## config.mk

```make
export PLATFORM = sky130hd
export DESIGN_NAME = rgb_row_blur_3tap_core_flat
export DESIGN_NICKNAME = d
export VERILOG_FILES = /design/src/rrb_pkg.sv /design/src/rrb_if.sv /design/src/rrb_lane.sv /design/src/rrb_res_fifo.sv /design/src/rgb_row_blur_3tap_core.sv /design/src/flat_wrapper.sv
export SDC_FILE = /design/constraint.sdc
export NUM_CORES = 1
export LEC_CHECK = 0
export ABC_AREA = 1
export BUFFER_PORTS_ARGS = -buffer_cell sky130_fd_sc_hd__buf_2
export CAP_MARGIN = 20
export CORE_MARGIN = 4
export CORE_UTILIZATION = 25
export CTS_BUF_LIST = sky130_fd_sc_hd__clkbuf_8
export DETAILED_ROUTE_END_ITERATION = 6
export PLACE_DENSITY = 0.43
export SYNTH_ARGS = -nofsm -noshare
export SYNTH_HDL_FRONTEND = slang
export SYNTH_HIERARCHICAL = 1
export SYNTH_SLANG_ARGS = --single-unit
```

## constraint.sdc

```tcl
create_clock -name clk -period 4.37 [get_ports clk]
set_input_delay 0.2185 -clock clk [delete_from_list [all_inputs] [get_ports clk]]
set_output_delay 0.2185 -clock clk [all_outputs]
set_load 0.005 [all_outputs]
```

## src/rrb_pkg.sv

```systemverilog
// Shared types and filter constants for the RGB row blur block.
`timescale 1ns / 1ps

package rrb_pkg;

    // One color channel and one packed pixel (lane 0 red, 1 green, 2 blue)
    typedef logic [7:0] chan_t;
    typedef logic [2:0][7:0] pixel_t;

    localparam int unsigned NUM_LANES = 3;

    // Filter weights, Q7 fixed point
    localparam logic [7:0] WT_SIDE      = 8'h10;
    localparam logic [7:0] WT_CENTER    = 8'h60;
    localparam logic [7:0] WT_EDGE_SIDE = 8'h20;
    localparam int unsigned Q_SHIFT     = 7;
    localparam logic [7:0] PIX_MAX      = 8'hFF;

    // Position within the current row
    typedef enum logic [1:0] {
        SEEN_NONE,
        SEEN_ONE,
        SEEN_MANY
    } seen_t;

    // One result item as queued for the output channel
    typedef struct packed {
        chan_t red;
        chan_t green;
        chan_t blue;
        logic  row_end;
        logic  run_last;
    } res_t;

endpackage

```

## src/rrb_if.sv

```systemverilog
// Valid/ready channel interfaces for the row blur pixel input and output.
`timescale 1ns / 1ps

interface rrb_in_if;
    logic          valid;
    logic          ready;
    rrb_pkg::chan_t red_in;
    rrb_pkg::chan_t green_in;
    rrb_pkg::chan_t blue_in;
    logic          row_end_in;

    modport source (output valid, red_in, green_in, blue_in, row_end_in, input ready);
    modport sink   (input valid, red_in, green_in, blue_in, row_end_in, output ready);
endinterface

interface rrb_out_if;
    logic          valid;
    logic          ready;
    rrb_pkg::chan_t red_out;
    rrb_pkg::chan_t green_out;
    rrb_pkg::chan_t blue_out;
    logic          row_end_out;
    logic          run_last;

    modport source (output valid, red_out, green_out, blue_out, row_end_out, run_last,
                    input ready);
    modport sink   (input valid, red_out, green_out, blue_out, row_end_out, run_last,
                    output ready);
endinterface

```

## src/rrb_lane.sv

```systemverilog
// One channel lane: weighted 3-tap sums for the pending and the row-end pixel.
`timescale 1ns / 1ps

module rrb_lane (
    input  rrb_pkg::chan_t older,
    input  rrb_pkg::chan_t newer,
    input  rrb_pkg::chan_t cur,
    input  logic           seen_one,
    output rrb_pkg::chan_t held,
    output rrb_pkg::chan_t last
);
    import rrb_pkg::*;

    logic [15:0] held_acc;
    logic [15:0] last_acc;

    // Shift out the fraction and saturate to the pixel range
    function automatic chan_t sat8(input logic [15:0] acc);
        logic [8:0] sh;
        sh = 9'(acc >> Q_SHIFT);
        if (sh > {1'b0, PIX_MAX})
            return PIX_MAX;
        return sh[7:0];
    endfunction

    // Pending pixel: left edge when only one pixel is held, interior otherwise
    always_comb
    begin
        if (seen_one)
        begin
            held_acc = 16'(newer) * 16'(WT_CENTER) + 16'(cur) * 16'(WT_EDGE_SIDE);
        end
        else
        begin
            held_acc = 16'(older) * 16'(WT_SIDE) + 16'(newer) * 16'(WT_CENTER)
                     + 16'(cur) * 16'(WT_SIDE);
        end
    end

    // Right edge pixel of the row
    assign last_acc = 16'(newer) * 16'(WT_EDGE_SIDE) + 16'(cur) * 16'(WT_CENTER);

    assign held = sat8(held_acc);
    assign last = sat8(last_acc);

endmodule

```

## src/rrb_res_fifo.sv

```systemverilog
// Result queue that takes up to two results per cycle and drains one per cycle while popped.
`timescale 1ns / 1ps

module rrb_res_fifo #(
    parameter int unsigned DEPTH = 4
) (
    input  logic           clk,
    input  logic           rst_n,
    input  logic           push0,
    input  rrb_pkg::res_t  data0,
    input  logic           push1,
    input  rrb_pkg::res_t  data1,
    output logic           space_two,
    output logic           head_valid,
    output rrb_pkg::res_t  head,
    input  logic           pop
);
    import rrb_pkg::*;

    localparam int unsigned AW = (DEPTH > 1) ? $clog2(DEPTH) : 1;
    localparam int unsigned CW = $clog2(DEPTH + 1);

    res_t          mem_reg [DEPTH];
    logic [AW-1:0] wr_ptr_reg;
    logic [AW-1:0] wr_ptr_next;
    logic [AW-1:0] wr_ptr_plus;
    logic [AW-1:0] rd_ptr_reg;
    logic [AW-1:0] rd_ptr_next;
    logic [CW-1:0] count_reg;
    logic [CW-1:0] count_next;
    logic          do_pop;

    function automatic logic [AW-1:0] ptr_inc(input logic [AW-1:0] p);
        if (p == AW'(DEPTH - 1))
            return '0;
        return p + AW'(1);
    endfunction

    assign head_valid = (count_reg != '0);
    assign head       = mem_reg[rd_ptr_reg];
    assign space_two  = (count_reg <= CW'(DEPTH - 2));
    assign do_pop     = pop && head_valid;

    // Advance pointers and occupancy
    always_comb
    begin
        wr_ptr_plus = ptr_inc(wr_ptr_reg);
        wr_ptr_next = wr_ptr_reg;
        if (push0 && push1)
            wr_ptr_next = ptr_inc(wr_ptr_plus);
        else if (push0)
            wr_ptr_next = wr_ptr_plus;
        rd_ptr_next = do_pop ? ptr_inc(rd_ptr_reg) : rd_ptr_reg;
        count_next  = count_reg + CW'(push0) + CW'(push0 && push1) - CW'(do_pop);
    end

    always_ff @(posedge clk or negedge rst_n)
    begin
        if (!rst_n)
        begin
            wr_ptr_reg <= '0;
            rd_ptr_reg <= '0;
            count_reg  <= '0;
        end
        else
        begin
            wr_ptr_reg <= wr_ptr_next;
            rd_ptr_reg <= rd_ptr_next;
            count_reg  <= count_next;
        end
    end

    // Store the requests in arrival order
    always_ff @(posedge clk)
    begin
        if (push0)
            mem_reg[wr_ptr_reg] <= data0;
        if (push0 && push1)
            mem_reg[wr_ptr_plus] <= data1;
    end

endmodule

```

## src/rgb_row_blur_3tap_core.sv

```systemverilog
// Top level of the horizontal 3-tap RGB row blur.
`timescale 1ns / 1ps

// Usage:
//   pixels_in carries one RGB pixel per request, in row order, with row_end_in
//   set on the last pixel of each row. pixels_out carries filtered pixels with
//   row_end_out on the last pixel of a row and run_last on the last result
//   caused by an input request.
//   Each pixel is emitted when its right neighbor arrives; the request that
//   completes it writes its result into the queue. The first pixel of a row
//   gives no result; a row-end pixel gives two (one if the row has one pixel).
//   Three channel lanes compute the sums side by side combinationally;
//   results go into a small queue that drains one per cycle while the
//   receiver is ready. Throughput is one pixel per cycle; input ready drops
//   only while the queue cannot take two more results, which a stalled
//   receiver causes after RES_DEPTH-1 results back up.
//   Reset empties the queue and starts a new row. When the receiver stalls,
//   results wait in the queue and input ready falls once it nears full.
module rgb_row_blur_3tap_core #(
    parameter int unsigned RES_DEPTH = 4
) (
    input  logic  clk,
    input  logic  rst_n,
    rrb_in_if.sink    pixels_in,
    rrb_out_if.source pixels_out
);
    import rrb_pkg::*;

    seen_t   seen_reg;
    seen_t   seen_next;
    pixel_t  older_reg;
    pixel_t  older_next;
    pixel_t  newer_reg;
    pixel_t  newer_next;
    pixel_t  cur;
    pixel_t  held_pix;
    pixel_t  last_pix;
    logic    accept;
    logic    row_end;
    logic    space_two;
    logic    push0;
    logic    push1;
    res_t    data0;
    res_t    data1;
    res_t    head;

    assign cur[0]  = pixels_in.red_in;
    assign cur[1]  = pixels_in.green_in;
    assign cur[2]  = pixels_in.blue_in;
    assign row_end = pixels_in.row_end_in;

    assign pixels_in.ready = space_two;
    assign accept          = pixels_in.valid && space_two;

    // Channel lanes
    for (genvar g = 0; g < NUM_LANES; g++)
    begin : g_lane
        rrb_lane u_lane (
            .older    (older_reg[g]),
            .newer    (newer_reg[g]),
            .cur      (cur[g]),
            .seen_one (seen_reg == SEEN_ONE),
            .held     (held_pix[g]),
            .last     (last_pix[g])
        );
    end

    // Next row position
    always_comb
    begin
        seen_next = seen_reg;
        case (seen_reg)
            SEEN_NONE:
            begin
                if (accept && !row_end)
                    seen_next = SEEN_ONE;
            end
            default:
            begin
                if (accept)
                    seen_next = row_end ? SEEN_NONE : SEEN_MANY;
            end
        endcase
    end

    // Merge lane results into result requests
    always_comb
    begin
        push0 = 1'b0;
        push1 = 1'b0;
        data0 = '{red: held_pix[0], green: held_pix[1], blue: held_pix[2],
                  row_end: 1'b0, run_last: !row_end};
        data1 = '{red: last_pix[0], green: last_pix[1], blue: last_pix[2],
                  row_end: 1'b1, run_last: 1'b1};
        case (seen_reg)
            SEEN_NONE:
            begin
                push0 = accept && row_end;
                data0 = '{red: cur[0], green: cur[1], blue: cur[2],
                          row_end: 1'b1, run_last: 1'b1};
            end
            default:
            begin
                push0 = accept;
                push1 = accept && row_end;
            end
        endcase
    end

    // Shift the pixel window on every request that does not end the row
    always_comb
    begin
        older_next = older_reg;
        newer_next = newer_reg;
        if (accept && !row_end)
        begin
            older_next = newer_reg;
            newer_next = cur;
        end
    end

    always_ff @(posedge clk or negedge rst_n)
    begin
        if (!rst_n)
            seen_reg <= SEEN_NONE;
        else
            seen_reg <= seen_next;
    end

    always_ff @(posedge clk)
    begin
        older_reg <= older_next;
        newer_reg <= newer_next;
    end

    rrb_res_fifo #(
        .DEPTH (RES_DEPTH)
    ) u_fifo (
        .clk        (clk),
        .rst_n      (rst_n),
        .push0      (push0),
        .data0      (data0),
        .push1      (push1),
        .data1      (data1),
        .space_two  (space_two),
        .head_valid (pixels_out.valid),
        .head       (head),
        .pop        (pixels_out.ready)
    );

    assign pixels_out.red_out     = head.red;
    assign pixels_out.green_out   = head.green;
    assign pixels_out.blue_out    = head.blue;
    assign pixels_out.row_end_out = head.row_end;
    assign pixels_out.run_last    = head.run_last;

endmodule

```

## src/flat_wrapper.sv

```systemverilog
// flat-port wrapper written by rule: the top's interface ports become plain ports
module rgb_row_blur_3tap_core_flat import rrb_pkg::*;
#(
    parameter int unsigned RES_DEPTH = 4
)
  (clk, rst_n, pixels_in_valid, pixels_in_red_in, pixels_in_green_in, pixels_in_blue_in, pixels_in_row_end_in, pixels_in_ready, pixels_out_valid, pixels_out_red_out, pixels_out_green_out, pixels_out_blue_out, pixels_out_row_end_out, pixels_out_run_last, pixels_out_ready);
  rrb_in_if pixels_in_i ();
  rrb_out_if pixels_out_i ();
  input  logic clk;
  input  logic rst_n;
  input wire logic [$bits(pixels_in_i.valid)-1:0] pixels_in_valid;
  input wire logic [$bits(pixels_in_i.red_in)-1:0] pixels_in_red_in;
  input wire logic [$bits(pixels_in_i.green_in)-1:0] pixels_in_green_in;
  input wire logic [$bits(pixels_in_i.blue_in)-1:0] pixels_in_blue_in;
  input wire logic [$bits(pixels_in_i.row_end_in)-1:0] pixels_in_row_end_in;
  output wire logic [$bits(pixels_in_i.ready)-1:0] pixels_in_ready;
  output wire logic [$bits(pixels_out_i.valid)-1:0] pixels_out_valid;
  output wire logic [$bits(pixels_out_i.red_out)-1:0] pixels_out_red_out;
  output wire logic [$bits(pixels_out_i.green_out)-1:0] pixels_out_green_out;
  output wire logic [$bits(pixels_out_i.blue_out)-1:0] pixels_out_blue_out;
  output wire logic [$bits(pixels_out_i.row_end_out)-1:0] pixels_out_row_end_out;
  output wire logic [$bits(pixels_out_i.run_last)-1:0] pixels_out_run_last;
  input wire logic [$bits(pixels_out_i.ready)-1:0] pixels_out_ready;
  assign pixels_in_i.valid = pixels_in_valid;
  assign pixels_in_i.red_in = pixels_in_red_in;
  assign pixels_in_i.green_in = pixels_in_green_in;
  assign pixels_in_i.blue_in = pixels_in_blue_in;
  assign pixels_in_i.row_end_in = pixels_in_row_end_in;
  assign pixels_in_ready = pixels_in_i.ready;
  assign pixels_out_valid = pixels_out_i.valid;
  assign pixels_out_red_out = pixels_out_i.red_out;
  assign pixels_out_green_out = pixels_out_i.green_out;
  assign pixels_out_blue_out = pixels_out_i.blue_out;
  assign pixels_out_row_end_out = pixels_out_i.row_end_out;
  assign pixels_out_run_last = pixels_out_i.run_last;
  assign pixels_out_i.ready = pixels_out_ready;
  rgb_row_blur_3tap_core #(.RES_DEPTH(RES_DEPTH)) u_core (.clk(clk), .rst_n(rst_n), .pixels_in(pixels_in_i), .pixels_out(pixels_out_i));
endmodule
```

==> metrics.yaml <==
outcome:
  status: "completed"
pwr:
  swShare_pct: 50.2
  p_switching_mw: 4.94
  total_leakage_power_nw: 8.36
  finalPower_mw: 9.83
  p_comb_share_pct: 64.0
  peakVddDrop_mv: 0.241
  clock_power_share_pct: 12.1
  cellPowerDensity_mw_per_mm2: 592
  internal_power_mw: 4.89
  seqPwrFrac_pct: 23.9
logic_synthesis:
  seq_area_frac_synth_pct: 32.2
  synth_adder_area_share_pct: 13.8
  synthSimpleGateAreaFrac_pct: 25.5
  ys.flop_type: "edfxtp_1"
  synth_mux_area_share_pct: 0
  yosys_warnings: 6
  syn_area_per_cell_um2: 7.60
  synth_xor_area_share_pct: 2.36
  syn_inst: 1955
  async_flop_share_pct: 5.59
  synth_compound_area_share_pct: 14.1
  synth_area_mm2: 0.0149
  synth_top_family_by_area: "simple AND/OR/NAND/NOR gates"
  synth_edf_count: 152
  ys_types: 45
  synth_seq_cells: 161
clock_tree:
  clk_pin_slew_ps: 100
  h-tree-depth: 4
  cts_buffers: 17
  cts_tree: "done"
  cts.sinks: 161
  clock_path_buffers: 2
  insertion_delay_ps: 560
  clockRootBuffer: "clkbuf_8"
critical_path:
  crit_family: "adder cells"
  crit_chain: "ha_1 -> fa_1 -> nand3_1 -> nand2_1 -> nand2_1 -> nand2_1 -> fa_1 -> inv_1 -> ha_1 -> nand2_1 -> inv_1 -> a21oi_1 -> nand2_1 -> nand2_1 -> nand2_1 -> nand2_2 -> clkinv_2 -> nand2_2 -> nand2_1 -> nand2_1 -> nand2_1 -> nand2_1 -> o21ai_1"
  max_stage_delay_ps: 520
  r2r_setup_slack_ps: 420
  critical_path_buf_inv_count: 3
  worst_ep_required_time_ps: 4650
  cpMostUsedCell: "nand2_1"
  crit_arrival_ps: 4230
  critical_path.endpoint_type: "flop"
  crit_path_top_delay_cell: "fa_1"
  critPathLaunchType: "flop"
  path_max_fanout: 5
  critical_path_class: "reg2reg"
routing:
  routed_wl_um: 40900
  initialDrtViolationCount: 688
  vias: 12276
  route.detailed.drc: 0
  via_per_inst: 4.34
  post_drt_wl_per_cell_um: 14.5
  ant_nets: 0
  first_pass_iters: 5
place:
  place_ws_ps: 347
  globalplace.congestion: 0.858
  io_buffers: 56
  dp.cells: 2755
  hpwl_um: 30400
sta:
  worst_pin_slew_ps: 797
  setup_viol: 0
  fin_crit_sh_pct: 90.4
  skew_ps: 26.8
  worst_slack_ps: 419
  max_freq_ghz: 0.253
  relSlewSlack_pct: 46.9
  hold_viol: 0
  min_period_ps: 3950
  drv_slew: 0
die:
  die-area_mm2: 0.0634
  die_w_um: 252
  die_y_um: 252
  io_pins: 57
  start_util_pct: 25.2
  rows: 89
  core_mm2: 0.0589
job:
  max_cap_viol_count: 0
finish:
  nets: 2216
  fin_cells: 2827
  largest_reg_flops: 104
  drive_gt1_share_pct: 13.2
  syn2layout_area_growth_pct: 11.8
hold_path:
  hold_path_class: "in2reg"
grt:
  grt-ovfl-total: 0
  grt_pass1_vias: 11964
  grt.total_usage_pct: 13.1
  grt_pass1_wl_um: 65200
  grt_max_degree: 54
  antenna_found_initial: 0
## cell families (layout without fill, tap and decap cells)
kind of cell | after synthesis | count (layout)
xor gates and xnor gates | 40 | 40
adders and majority gates | 147 | 147
and+or+nand+nor | 884 | 884
AOI/OAI and AO/OA | 317 | 317
buffers and inverters | 405 | 502
other | 1 | 3
DFF | 161 | 161
## final timing paths
path | start | to | cells past startpoint
max in group asynchronous | rst_n | u_core/u_fifo/rd_ptr_reg[0]$_DFFE_PN0P_ | 3
min | pixels_in_row_end_in | u_core/seen_reg[1]$_DFFE_PN0P_ | 4
max reg2reg | u_core/newer_reg[17]$_DFFE_PP_ | u_core/u_fifo/mem_reg[3][7]$_DFFE_PP_ | 23
min reg2reg | u_core/seen_reg[0]$_DFFE_PN0P_ | u_core/seen_reg[0]$_DFFE_PN0P_ | 2
min in group asynchronous | rst_n | u_core/seen_reg[0]$_DFFE_PN0P_ | 3
max | u_core/newer_reg[17]$_DFFE_PP_ | u_core/u_fifo/mem_reg[3][7]$_DFFE_PP_ | 23
## power groups by stage
stage / combinational [mW] / sequential (mW) / clock [mW]
global placement: 6.27 / 2.39 / 0
floorplan: 4.81 / 2.28 / 0
finish: 6.29 / 2.35 / 1.18
detailed placement: 6.29 / 2.39 / 0
CTS: 6.34 / 2.36 / 1.25
global route: 7.24 / 2.38 / 1.29
## worst reg2reg max path: cells and delay by family (launching register included)
family / cells / cell delay [ps]
adders and majority gates: 4 / 1550
and+or+nand+nor: 14 / 1200
DFF: 1 / 500
AOI/OAI and AO/OA: 2 / 250
buffers and inverters: 3 / 170
## cell usage after synthesis (4+ instances only)
cell type  instances  area [um^2]
nand2_1          641         2410
inv_1            345         1290
edfxtp_1         152         4560
ha_1             118         1480
nand3_1          100          500
a21oi_1           89          445
o21ai_2           68          596
nor2_1            53          199
o21ai_0           46          230
o21ai_1           44          220
nand2_2           36          225
o211ai_1          32          240
buf_6             29          327
fa_1              29          581
xor2_1            24          210
xnor2_1           16          140
o21bai_1          15          113
buf_2             11         55.1
nand2_4           10          113
nor3_1            10         50.1
dfrtp_1            9          225
nand3b_1           9         67.6
nand4_1            9         56.3
inv_2              8         30.0
a21oi_2            7         61.3
o21bai_4           6          113
or2_2              4         25.0
## metrics by stage
| stage | hold WS, ps | cell area [um^2] | setup TNS [ps] | util [%] |
|---|---|---|---|---|
| 5_1_grt | 80.2 | 16600 | -16.6 | 28.2 |
| 3_5_place_dp | 85.5 | 15800 | 0 | 26.9 |
| 4_1_cts | 19.6 | 16500 | 0 | 28.0 |
| 6_report | 86.6 | 16600 | 0 | 28.2 |
| 3_3_place_gp | 93.9 | 15800 | 0 | 26.9 |
| 2_1_floorplan | -77.1 | 14900 | 0 | - |
## layout make-up
class	instances	area [um^2]
diodes	1	2.50
clock buffers	17	234
clock inverters	15	165
fillers	6326	42300
inverters	359	1360
multi-input cells	1390	8300
flip-flops and latches	161	4790
well taps	773	967
repair buffers	111	776
## placed cells by master, fill, tap and decap left out, drive strengths merged, types with 10 or more instances in the layout
cell	instances
nor3	12
clkinv	10
buf	83
xor2	24
ha	118
nor2	54
o21ai	158
o21bai	21
nand3	105
dlygate4sd3	28
clkbuf	17
a21oi	96
o211ai	32
edfxtp	152
fa	29
xnor2	16
nand2	688
inv	363
## repair_timing
action                                  4_1_cts  5_1_grt
resized for setup                             0        1
hold endpoints to repair                     37        0
hold buffers                                 28        0
setup buffers                                 0       11
endpoints found under the setup margin        0       21
## layer usage
layer  routed length (um)  vias up  global-route usage [%]
met2                19300      147                    22.0
met1                19600     5631                    17.3
met5                    0        -                       0
met3                 1310       34                    2.18
li1                     -     6464                       -
met4                  701        0                    3.96
(Power assumes the default switching activity.)
